## config.mk

```make
export PLATFORM = sky130hd
export DESIGN_NAME = tdpt_divider
export DESIGN_NICKNAME = d
export VERILOG_FILES = /design/src/rtl/tdpt_pkg.sv /design/src/rtl/tdpt_divider.sv
export SDC_FILE = /design/constraint.sdc
export NUM_CORES = 1
export LEC_CHECK = 0
export ABC_AREA = 1
export ABC_CLOCK_PERIOD_IN_PS = 2900
export BUFFER_PORTS_ARGS = -buffer_cell sky130_fd_sc_hd__buf_2
export CAP_MARGIN = 10
export CELL_PAD_IN_SITES_DETAIL_PLACEMENT = 0
export CELL_PAD_IN_SITES_GLOBAL_PLACEMENT = 2
export CORE_ASPECT_RATIO = 1.5
export CORE_UTILIZATION = 30
export CTS_CLUSTER_DIAMETER = 50
export DETAILED_ROUTE_END_ITERATION = 6
export GPL_ROUTABILITY_DRIVEN = 0
export PLACE_DENSITY = 0.77
export SETUP_SLACK_MARGIN = 0.1
export SYNTH_ARGS = -nofsm -noshare
export SYNTH_HDL_FRONTEND = slang
export SYNTH_SLANG_ARGS = --single-unit
```

## constraint.sdc

```tcl
create_clock -name clk -period 2.9 [get_ports clk]
set_input_delay 0.58 -clock clk [delete_from_list [all_inputs] [get_ports clk]]
set_output_delay 0.58 -clock clk [all_outputs]
set_load 0.1 [all_outputs]
```

## src/rtl/tdpt_pkg.sv

```systemverilog
// ----------------------------------------------------------------------------
// tdpt_pkg
// Shared types for the trial division prime test: control states and the
// status group that the serial divider reports back to the sequencer.
// ----------------------------------------------------------------------------
package tdpt_pkg;

  typedef enum logic [1:0] {
    ST_IDLE,
    ST_START,
    ST_DIVIDE,
    ST_HOLD
  } tdpt_state_t;

  typedef struct packed {
    logic done;
    logic rem_zero;
  } tdpt_div_stat_t;

endpackage

```

## src/rtl/tdpt_divider.sv

```systemverilog
// ----------------------------------------------------------------------------
// tdpt_divider
// Bit-serial restoring divider. One quotient bit per cycle; reports done
// with a zero-remainder flag.
// ----------------------------------------------------------------------------
module tdpt_divider #(
  parameter int DATA_WIDTH = 32
) (
  input  logic                        clk,
  input  logic                        rst,
  input  logic                        start,
  input  logic [DATA_WIDTH-1:0]       dividend,
  input  logic [DATA_WIDTH-1:0]       divisor,
  output logic [DATA_WIDTH-1:0]       quotient,
  output tdpt_pkg::tdpt_div_stat_t    stat
);
  import tdpt_pkg::*;

  localparam int W  = DATA_WIDTH;
  localparam int CW = $clog2(DATA_WIDTH + 1);

  logic [CW-1:0] count;
  logic          busy;
  logic          done;
  logic [W-1:0]  quo;
  logic [W-1:0]  rem;
  logic [W:0]    rem_sh;
  logic [W:0]    diff;
  logic          ge;
  logic [W-1:0]  rem_next;

  // shift in the next dividend bit, trial subtract
  always_comb begin
    rem_sh   = {rem, quo[W-1]};
    diff     = rem_sh - {1'b0, divisor};
    ge       = ~diff[W];
    rem_next = ge ? diff[W-1:0] : rem_sh[W-1:0];
  end

  always_ff @(posedge clk) begin
    if (rst) begin
      busy  <= 1'b0;
      done  <= 1'b0;
      count <= '0;
    end else begin
      done <= 1'b0;
      if (start) begin
        busy  <= 1'b1;
        count <= CW'(DATA_WIDTH);
      end else if (busy) begin
        count <= count - CW'(1);
        if (count == CW'(1)) begin
          busy <= 1'b0;
          done <= 1'b1;
        end
      end
    end
  end

  always_ff @(posedge clk) begin
    if (start) begin
      quo <= dividend;
      rem <= '0;
    end else if (busy) begin
      quo <= {quo[W-2:0], ge};
      rem <= rem_next;
    end
  end

  assign quotient      = quo;
  assign stat.done     = done;
  assign stat.rem_zero = (rem == '0);

endmodule

```

Word level (Yosys, flattened, before mapping)
Index checks and enable logic that the tools add are counted.

Bits in registers: 72. Input bits: 67. Output and inout port bits: 34. Word-level logic and storage cells: 24.

Add/subtract/negate cells: 2. Equality and inequality tests: 1. Multiplexer cells: 9. Bitwise logic cells: 2. Reductions and logical operators: 4.

Operators with widths (number): 2-to-1 mux 32 bit (3); subtractor 33 x 32 -> 33 bit (1); zero test 32 bit (1); 2-to-1 mux 6 bit (2); equality test 6 x 1 -> 1 bit, second input constant (1); subtractor 6 x 1 -> 6 bit, second input constant (1); 2-to-1 mux 1 bit (4); OR reduction 3 bit (1); inverter 1 bit (2); nonzero test 2 bit (1); OR reduction 2 bit (1).

Longest topological paths before layout
Gate-level depths: netlist (run 1).

Word-level depth: 4. Gate-level depth with buffers: 18. Mapped depth without buffers: 17.

Least setup slack after synthesis (run 1)
OpenSTA, ideal clock, no wires.

Kind: reg2reg. Start point: reg quo[31], in the netlist quotient[31]. End point: reg quo[0], in the netlist quotient[0], data pin. Library setup time: 268 ps. Arrival time: 2625 ps. Required time: 2632 ps. Setup slack: 7 ps. Cell stages (with the launch flop): 17. Path buffers: 1. Clock period less this slack: 2893 ps. Cells stage by stage: edfxtp_1 -> inv_1 -> ha_1 -> fa_1 -> inv_1 -> nand2_1 -> nand2_1 -> nand3_1 -> nand2_2 -> nand2_2 -> nand2_2 -> nand2_2 -> nand2_2 -> nand2_2 -> nand2_4 -> buf_6 -> o21ai_0.

Word-level cells in the longest chain between the ends: 4.

RTL lines: from (decl) (line tdpt_divider.sv:25) `logic [W-1:0] quo;`; from (signal assigned) (line tdpt_divider.sv:62) `quo <= dividend;`; from (signal assigned) (line tdpt_divider.sv:65) `quo <= {quo[W-2:0], ge};`; subtractor 33 x 32 -> 33 bit (line tdpt_divider.sv:35) `diff = rem_sh - {1'b0, divisor};`; inverter 1 bit (line tdpt_divider.sv:36) `ge = ~diff[W];`; 2-to-1 mux 32 bit (line tdpt_divider.sv:64) `end else if (busy) begin`; 2-to-1 mux 32 bit (line tdpt_divider.sv:61) `if (start) begin`.

No other way between the ends. The select of a mux whose other input is x is not followed. A chain may end at the register's enable or synchronous reset.

==> results of run 1 <==
==> power groups by stage <==
stage          combinational [mW]  clock, mW  sequential (mW)
2_1_floorplan               0.249          0             1.52
3_3_place_gp                0.764          0             1.18
3_5_place_dp                0.763          0             1.18
4_1_cts                     0.763       1.23             1.16
5_1_grt                     0.812       1.25             1.17
6_report                    0.754       1.20             1.16
==> placed cells by master (no fill, tap or decap), types with 3 or more instances in the layout <==
| cell | synthesis | final |
|---|---|---|
| nor3_1 | 8 | 8 |
| o21ai_0 | 4 | 4 |
| dfxtp_1 | 40 | 40 |
| nand2_2 | 28 | 28 |
| nor4_1 | 8 | 8 |
| inv_6 | 0 | 3 |
| inv_1 | 204 | 203 |
| nor2_1 | 50 | 48 |
| buf_12 | 0 | 3 |
| nor2_2 | 3 | 5 |
| edfxtp_1 | 32 | 32 |
| buf_4 | 2 | 18 |
| xor2_1 | 3 | 3 |
| xnor2_1 | 12 | 12 |
| ha_1 | 34 | 33 |
| nand3b_1 | 3 | 3 |
| a21oi_1 | 18 | 18 |
| nand2_1 | 455 | 455 |
| nand4_1 | 9 | 9 |
| clkbuf_16 | 0 | 9 |
| nand3_1 | 58 | 58 |
| inv_2 | 5 | 6 |
| buf_2 | 0 | 100 |
| and2_1 | 5 | 5 |
==> state kept, by name, summed over array words and instances, names as in the netlist <==
name / cells
quotient: 32
rem: 32
count: 6
busy: 1
done: 1
==> per-layer routing <==
metal | up-vias | global-route usage (%) | wire (um)
li1 | 3269 | - | -
met1 | 2584 | 20.2 | 7760
met2 | 109 | 37.0 | 9990
met3 | 26 | 3.62 | 784
met4 | 2 | 6.80 | 495
met5 | - | 0 | 13
==> cell usage after synthesis, types with 3 or more instances <==
cell / count
nand2_1: 455
inv_1: 204
nand3_1: 58
nor2_1: 50
dfxtp_1: 40
ha_1: 34
edfxtp_1: 32
nand2_2: 28
a21oi_1: 18
xnor2_1: 12
clkbuf_1: 10
nand4_1: 9
nor3_1: 8
nor4_1: 8
buf_6: 7
and2_1: 5
inv_2: 5
o21ai_0: 4
nand3b_1: 3
nor2_2: 3
xor2_1: 3
==> worst max-delay path, stage by stage (launching register included) <==
cell	delay, ns
dfxtp_1	0.35
nor4_1	0.30
buf_4	0.18
nand4_1	0.20
nor2_1	0.18
buf_2	0.45
==> layout make-up <==
class / count / area (um2) / area share [%]
well taps: 260 / 325 / 4.47
flip-flops and latches: 72 / 1760 / 24.2
inverters: 210 / 788 / 10.8
repair buffers: 121 / 696 / 9.56
clock buffers: 9 / 225 / 3.10
clock inverters: 7 / 76.3 / 1.05
multi-input cells: 714 / 3400 / 46.8
==> metrics by stage <==
step	hold WS, ns	cells
2_1_floorplan	0.457	1017
3_3_place_gp	0.476	1377
3_5_place_dp	0.483	1377
4_1_cts	0.392	1393
5_1_grt	0.416	1393
6_report	0.403	1393
==> cell families after synthesis <==
logic type / Yosys count / share of synthesized area [%]
AO/OA/AOI/OAI: 29 / 2.65
XOR/XNOR: 15 / 2.16
adder cells (fa/ha/maj): 35 / 7.31
buffers and inverters: 231 / 15.5
flip-flops: 72 / 28.9
AND/OR/NAND/NOR: 635 / 43.5
==> worst paths after layout <==
| check | startpoint | depth (start not counted) | slack [ns] | to |
|---|---|---|---|---|
| hold reg to reg | count[0] | 2 | 0.48 | count[0] |
| setup reg to reg | rem[24] | 13 | 0.40 | rem[22] |
| hold / removal | rst | 2 | 0.40 | busy |
| setup / recovery | rem[17] | 5 | 0.31 | stat[0] |
==> results.sh, run 1 <==
export IMPL_synth_area_per_cell_um2=5.99
export IMPL_grt_first_pass_wirelength_um=30600
export IMPL_area_growth_pct=19.3
export IMPL_p_per_area_nw_per_um2=428
export IMPL_layout_min_cycle_time_ns=2.59
export IMPL_synthFlopType="dfxtp_1"
export IMPL_clock_latency_ns=0.35
export IMPL_required_ns=2.32
export IMPL_pre_cts_ws_ns=0.111
export IMPL_start_util_pct=30.7
export IMPL_synthCells=1017
export IMPL_arrival_ns=2.01
export IMPL_cts_buffers=9
export IMPL_finalPower_mw=3.11
export IMPL_seq_power_share_pct=37.3
export IMPL_hold_buffers=0
export IMPL_finalWirelength_um=19000
export IMPL_cts_repair_resized=0
export IMPL_cts_tree="yes"
export IMPL_htree_levels=3
export IMPL_pwr_share_clk_pct=38.4
export IMPL_hold_viol=0
export IMPL_skew_ns=0.00938
export IMPL_n_antenna_cell=0
export IMPL_die_x_um=118
export IMPL_synth_seq_area_share_pct=28.9
export IMPL_finalSetupTns_ns=0
export IMPL_synth_net_count=1119
export IMPL_crit_type="flip-flop to output port"
export IMPL_rows=63
export IMPL_fin_nets=1230
export IMPL_rsz0062_at_grt="false"
export IMPL_dpl_cell_area_um2=6970
export IMPL_period_share_pct=89.5
export IMPL_pin_count=101
export IMPL_worstPathMaxFanout=4
export IMPL_grtUsageTotal_pct=19.0
export IMPL_worst_slack_ns=0.306
export IMPL_via_count=5990
export IMPL_drtIter0Drc=216
export IMPL_drc_errors=0
export IMPL_die_y_um=177
export IMPL_root_buffer="clkbuf_16"
export IMPL_syn_area_um2=6090
export IMPL_worstMarginPinSlew_ns=0.503
export IMPL_synth_top_cell_by_area="nand2_1"
export IMPL_fillers=2332
export IMPL_final_core_utilization_pct=36.6
export IMPL_antenna_found_initial=1
export IMPL_ys_ff_latch=72
export IMPL_dr_pass1_iters=6
export IMPL_synth_edff_count=32
export IMPL_ant_nets=0
export IMPL_power_leakage_nw=4.24
export IMPL_dpl_hpwl_um=15500
export IMPL_critPathCaptureType="output port"
export IMPL_internal_power_mw=1.96
export IMPL_power_switching_mw=1.15
export IMPL_fmax_ghz=0.385
export IMPL_netlist_area_leader_share_pct=28.0
export IMPL_start_kind="flip-flop"
export IMPL_die_area_um2=20900
export IMPL_ys_warn_count=0
export IMPL_cap_violations=0
export IMPL_slew_headroom_pct=66.7
export IMPL_ir_drop_mv=0.289
export IMPL_coreArea_um2=19900
export IMPL_final_layout_size_suffix_gt1_share_pct=16.0
export IMPL_finalInstanceArea_um2=7270
export IMPL_ys_top_cells_by_area="nand2_1 28%, edfxtp_1 16%, dfxtp_1 13%"
export IMPL_synth_distinct_cells=37
export IMPL_grt_overflow=0
export IMPL_cts_sinks=72
export IMPL_viasPerCell=4.30
export IMPL_hp_class="input pin to flip-flop"
export IMPL_outcome="complete, no violations"
export IMPL_grt_pass1_vias=6005
export IMPL_post_cts_buffers=0
export IMPL_wl_per_cell_um=13.7
export IMPL_clockBufferDepth=2
export IMPL_cts_clk_slew_worst_paths_ns=0.07
export IMPL_setup_viol=0
export IMPL_portBuffers=100
export IMPL_p_sw_share_pct=36.9
export IMPL_grt_max_degree=36
export IMPL_maxSlewViolCount=0
export IMPL_async_flop_share_pct=0
export IMPL_comb_power_share_pct=24.2
(Power assumes the default switching activity.)
==> run 2: changes to the inputs <==
--- a/config.mk
+++ b/config.mk
@@ -11,12 +11,13 @@
 export CAP_MARGIN = 10
 export CELL_PAD_IN_SITES_DETAIL_PLACEMENT = 0
 export CELL_PAD_IN_SITES_GLOBAL_PLACEMENT = 2
-export CORE_ASPECT_RATIO = 1.5
+export CORE_ASPECT_RATIO = 1.25
 export CORE_UTILIZATION = 30
 export CTS_CLUSTER_DIAMETER = 50
 export DETAILED_ROUTE_END_ITERATION = 6
 export GPL_ROUTABILITY_DRIVEN = 0
 export PLACE_DENSITY = 0.77
+export REMOVE_ABC_BUFFERS = 1
 export SETUP_SLACK_MARGIN = 0.1
 export SYNTH_ARGS = -nofsm -noshare
 export SYNTH_HDL_FRONTEND = slang
==> results.sh, run 2 (synthesis results as in run 1) <==
export IMPL_cts_sinks=72
export IMPL_clockBufferDepth=2
export IMPL_via_count=5949
export IMPL_dpl_hpwl_um=15500
export IMPL_stdcell_count=1393
export IMPL_clock_latency_ns=0.35
export IMPL_outcome="complete, no violations"
export IMPL_slew_headroom_pct=62.0
export IMPL_area_growth_pct=19.2
export IMPL_layout_min_cycle_time_ns=2.61
export IMPL_antenna_found_initial=0
export IMPL_drc_errors=0
export IMPL_start_util_pct=31.0
export IMPL_cts_tree="yes"
export IMPL_arrival_ns=2.03
export IMPL_n_antenna_cell=0
export IMPL_period_share_pct=90.1
export IMPL_dr_pass1_iters=4
export IMPL_critPathCaptureType="output port"
export IMPL_hp_class="input pin to flip-flop"
export IMPL_cap_violations=0
export IMPL_cts_buffers=9
export IMPL_die_area_um2=20900
export IMPL_root_buffer="clkbuf_16"
export IMPL_multi_input_area_um2=3400
export IMPL_portBuffers=100
export IMPL_seq_power_share_pct=36.8
export IMPL_hold_buffers=0
export IMPL_viasPerCell=4.27
export IMPL_finalWirelength_um=19200
export IMPL_dp_cells=1377
export IMPL_die_x_um=129
export IMPL_post_cts_buffers=0
export IMPL_pwr_share_clk_pct=39.1
export IMPL_final_cell_mix="455 x nand2_1, 204 x inv_1, 100 x buf_2"
export IMPL_p_sw_share_pct=36.3
export IMPL_wl_per_cell_um=13.8
export IMPL_reg2reg_slack_ns=0.44
export IMPL_finalSetupTns_ns=0
export IMPL_regArea_um2=1760
export IMPL_timing_rr_end="quotient[0]"
export IMPL_internal_power_mw=2.01
export IMPL_grtUsageTotal_pct=19.8
export IMPL_fmax_ghz=0.383
export IMPL_coreArea_um2=19700
export IMPL_cts_repair_resized=0
export IMPL_worstHoldStart="rst"
export IMPL_rsz0062_at_grt="false"
export IMPL_whs_path_depth=2
export IMPL_hold_slack_ns=0.404
export IMPL_power_switching_mw=1.14
export IMPL_fillers=2290
export IMPL_mostFrequentLayoutCell="nand2_1"
export IMPL_required_ns=2.32
export IMPL_p_per_area_nw_per_um2=434
export IMPL_hold_end="busy"
export IMPL_finalPower_mw=3.15
export IMPL_grt_first_pass_wirelength_um=31300
export IMPL_setup_viol=0
export IMPL_hold_viol=0
export IMPL_htree_levels=3
export IMPL_rows=57
export IMPL_worstMarginPinSlew_ns=0.565
export IMPL_final_core_utilization_pct=36.9
export IMPL_fin_nets=1225
export IMPL_pin_count=101
export IMPL_power_leakage_nw=4.23
export IMPL_grt_pass1_vias=5994
export IMPL_die_y_um=161
export IMPL_grt_max_degree=34
export IMPL_worst_r2r_startpoint="quotient[31]"
export IMPL_reg2regPathDepth=16
export IMPL_skew_ns=0.00771
export IMPL_final_layout_size_suffix_gt1_share_pct=15.4
export IMPL_drtIter0Drc=234
export IMPL_grt_overflow=0
export IMPL_cts_clk_slew_worst_paths_ns=0.06
export IMPL_ir_drop_mv=0.308
export IMPL_worstPathMaxFanout=4
export IMPL_start_kind="flip-flop"
export IMPL_crit_type="flip-flop to output port"
export IMPL_ant_nets=0
export IMPL_maxSlewViolCount=0
export IMPL_comb_power_share_pct=24.1
run 2: cell count changes in the layout (fill, tap and decap cells not counted), sizes merged:
cell / delta
buf: -5
clkbuf: +2
inv: -2
run 2: final cells by class:
class	instances	share of cell area, %
clock buffers	11	3.48
multi-input cells	714	46.7
flip-flops and latches	72	24.3
well taps	265	4.56
inverters	210	10.9
repair buffers	116	9.23
clock inverters	5	0.878
run 2: how the worst max path moves through the flow:
stage                       startpoint           to  slack [ns]  depth (start not counted)
after floorplan           quotient[31]      rem[26]        -0.1                         17
after global routing           rem[12]      stat[0]        0.16                          4
after detailed placement    divisor[0]  quotient[0]        0.13                         16
final                          rem[12]      stat[0]        0.29                          4
after global placement      divisor[0]  quotient[0]        0.13                         16
after CTS                       rem[8]      stat[0]        0.19                          4
run 2: per-stage QoR:
stage	worst slack [ns]	cell area, um2
6_report	0.287	7260
5_1_grt	0.163	7260
4_1_cts	0.189	7260
3_5_place_dp	0.127	6950
3_3_place_gp	0.132	6950
2_1_floorplan	-0.0951	5940
run 2: routing by layer:
metal | track usage [%] | wire length, um | vias up
met3 | 2.98 | 635 | 20
li1 | - | - | 3266
met5 | 0 | 0 | -
met2 | 35.5 | 9780 | 125
met4 | 8.09 | 482 | 0
met1 | 23.4 | 8300 | 2538
run 2: critical path, cell delays in order (launching register included):
cell	delay, ns
dfxtp_1	0.35
nor4_1	0.47
nand4_1	0.25
nor2_1	0.16
buf_2	0.45
run 2: power groups by stage:
stage               combinational [mW]  sequential [mW]  clock (mW)
CTS                              0.769             1.16        1.26
detailed placement               0.769             1.18           0
finish                           0.759             1.16        1.23
floorplan                        0.232             1.52           0
global route                     0.819             1.17        1.31
global placement                 0.771             1.18           0
==> run 3: changes to the inputs <==
==> constraint.sdc (replaced) <==
create_clock -name clk -period 2.9 [get_ports clk]
set_input_delay 0.145 -clock clk [delete_from_list [all_inputs] [get_ports clk]]
set_output_delay 0.145 -clock clk [all_outputs]
set_load 0.1 [all_outputs]
==> results.sh, run 3 (synthesis results as in run 1) <==
export IMPL_outcome="complete, no violations"
export IMPL_htree_levels=3
export IMPL_grt_pass1_vias=5912
export IMPL_fmax_ghz=0.398
export IMPL_finalSetupTns_ns=0
export IMPL_cts_buffers=9
export IMPL_rows=57
export IMPL_crit_type="flip-flop to flip-flop"
export IMPL_drtIter0Drc=259
export IMPL_worstPathMaxFanout=16
export IMPL_rsz0062_at_grt="true"
export IMPL_dpl_hpwl_um=15400
export IMPL_slew_headroom_pct=51.3
export IMPL_final_layout_size_suffix_gt1_share_pct=15.0
export IMPL_maxSlewViolCount=0
export IMPL_post_cts_buffers=0
export IMPL_die_area_um2=20900
export IMPL_whs_path_depth=3
export IMPL_power_leakage_nw=4.20
export IMPL_stdcell_count=1388
export IMPL_fin_nets=1220
export IMPL_path_buf_inv=3
export IMPL_setup_viol=0
export IMPL_final_core_utilization_pct=36.5
export IMPL_root_buffer="clkbuf_16"
export IMPL_critPathCaptureType="flip-flop"
export IMPL_viasPerCell=4.31
export IMPL_cts_clk_slew_worst_paths_ns=0.07
export IMPL_p_per_area_nw_per_um2=436
export IMPL_portBuffers=100
export IMPL_pin_count=101
export IMPL_crit_top_cell="nand2_2"
export IMPL_grt_max_degree=34
export IMPL_ant_nets=0
export IMPL_area_growth_pct=17.8
export IMPL_start_kind="flip-flop"
export IMPL_via_count=5982
export IMPL_cap_violations=0
export IMPL_final_cell_mix="455 x nand2_1, 204 x inv_1, 100 x buf_2"
export IMPL_path_cells="inv_1, ha_1, fa_1, inv_1, nand2_1, nand2_1, nand3_1, nand2_2, nand2_2, nand2_2, nand2_2, nand2_2, nand2_2, nand2_4, buf_4, nand2_1, nand3_1, nand2_1"
export IMPL_hold_viol=0
export IMPL_clock_latency_ns=0.36
export IMPL_arrival_ns=2.77
export IMPL_finalWirelength_um=19300
export IMPL_cts_tree="yes"
export IMPL_layout_min_cycle_time_ns=2.52
export IMPL_grt_first_pass_wirelength_um=30600
export IMPL_dr_pass1_iters=4
export IMPL_coreArea_um2=19700
export IMPL_finalPower_mw=3.13
export IMPL_hp_class="input pin to flip-flop"
export IMPL_dp_cells=1371
export IMPL_drc_errors=0
export IMPL_critical_path_depth=18
export IMPL_worstMarginPinSlew_ns=0.724
export IMPL_die_y_um=161
export IMPL_grt_overflow=0
export IMPL_start_util_pct=31.0
export IMPL_required_ns=3.15
export IMPL_wl_per_cell_um=13.9
export IMPL_skew_ns=0.0153
export IMPL_grtUsageTotal_pct=19.3
export IMPL_period_share_pct=86.7
export IMPL_clockBufferDepth=2
export IMPL_cp_slowest_stage_delay_ns=0.41
export IMPL_die_x_um=129
export IMPL_critPathSlowestCell="fa_1"
export IMPL_antenna_found_initial=0
export IMPL_ir_drop_mv=0.270
export IMPL_crit_family="simple AND/OR/NAND/NOR gates"
export IMPL_reg2regPathDepth=18
export IMPL_n_antenna_cell=0
export IMPL_cts_sinks=72
export IMPL_mostFrequentLayoutCell="nand2_1"
==> run 3: changes by cell type in the layout (fill, tap and decap cells not counted), sizes merged <==
cell	change
clkinv	+1
inv	+2
dlygate4sd3	+1
buf	-6
clkbuf	-2
clkinvlp	-1
==> run 3: metal layers <==
layer  global-route usage, %  share of wire (%)
met1                    22.5                 44
met3                    3.35                4.0
met4                    7.29                2.5
met5                       0                  0
met2                    34.7                 50
==> run 3: what timing repair did <==
action                                  4_1_cts  5_1_grt
hold buffers                                  1        0
hold endpoints to repair                      1        0
resized for setup                             0        1
endpoints found under the setup margin        0        2
==> run 3: path summary, 6_finish.rpt <==
| path | startpoint | end | slack [ns] |
|---|---|---|---|
| max | quotient[31] | rem[7] | 0.38 |
| min | dividend[25] | quotient[25] | 0.05 |
| max reg2reg | quotient[31] | rem[7] | 0.38 |
| min reg2reg | count[0] | count[0] | 0.48 |
==> run 3: power by group <==
| group | internal [mW] | switching [mW] | total (mW) |
|---|---|---|---|
| Sequential | 1.13 | 0.0341 | 1.16 |
| Combinational | 0.159 | 0.595 | 0.754 |
| Clock | 0.679 | 0.541 | 1.22 |
==> run 3: through the flow <==
| stage | setup WS [ns] | instance area, um2 | hold WS [ns] |
|---|---|---|---|
| global route | 0.0849 | 7180 | 0.0573 |
| finish | 0.385 | 7180 | 0.0528 |
| floorplan | -0.0951 | 5940 | 0.223 |
| detailed placement | 0.313 | 6870 | 0.340 |
| global placement | 0.398 | 6870 | 0.336 |
| CTS | 0.297 | 7180 | 0.0474 |
==> run 3: worst register-to-register path, cell delays in order, from the launching register on <==
cell and delay [ns]:
edfxtp_1 0.35, inv_1 0.06, ha_1 0.21, fa_1 0.41, inv_1 0.09, nand2_1 0.05
nand2_1 0.07, nand3_1 0.12, nand2_2 0.15, nand2_2 0.06, nand2_2 0.07, nand2_2 0.07
nand2_2 0.09, nand2_2 0.07, nand2_4 0.07, buf_4 0.26, nand2_1 0.09, nand3_1 0.09
nand2_1 0.05
==> run 3: final cells by class <==
class / count / area (um2)
multi-input combinational: 714 / 3400
timing repair buffer: 111 / 602
inverter: 210 / 788
clock inverter: 7 / 77.6
tap: 265 / 332
sequential: 72 / 1760
fill: 2339 / 12500
clock buffer: 9 / 225
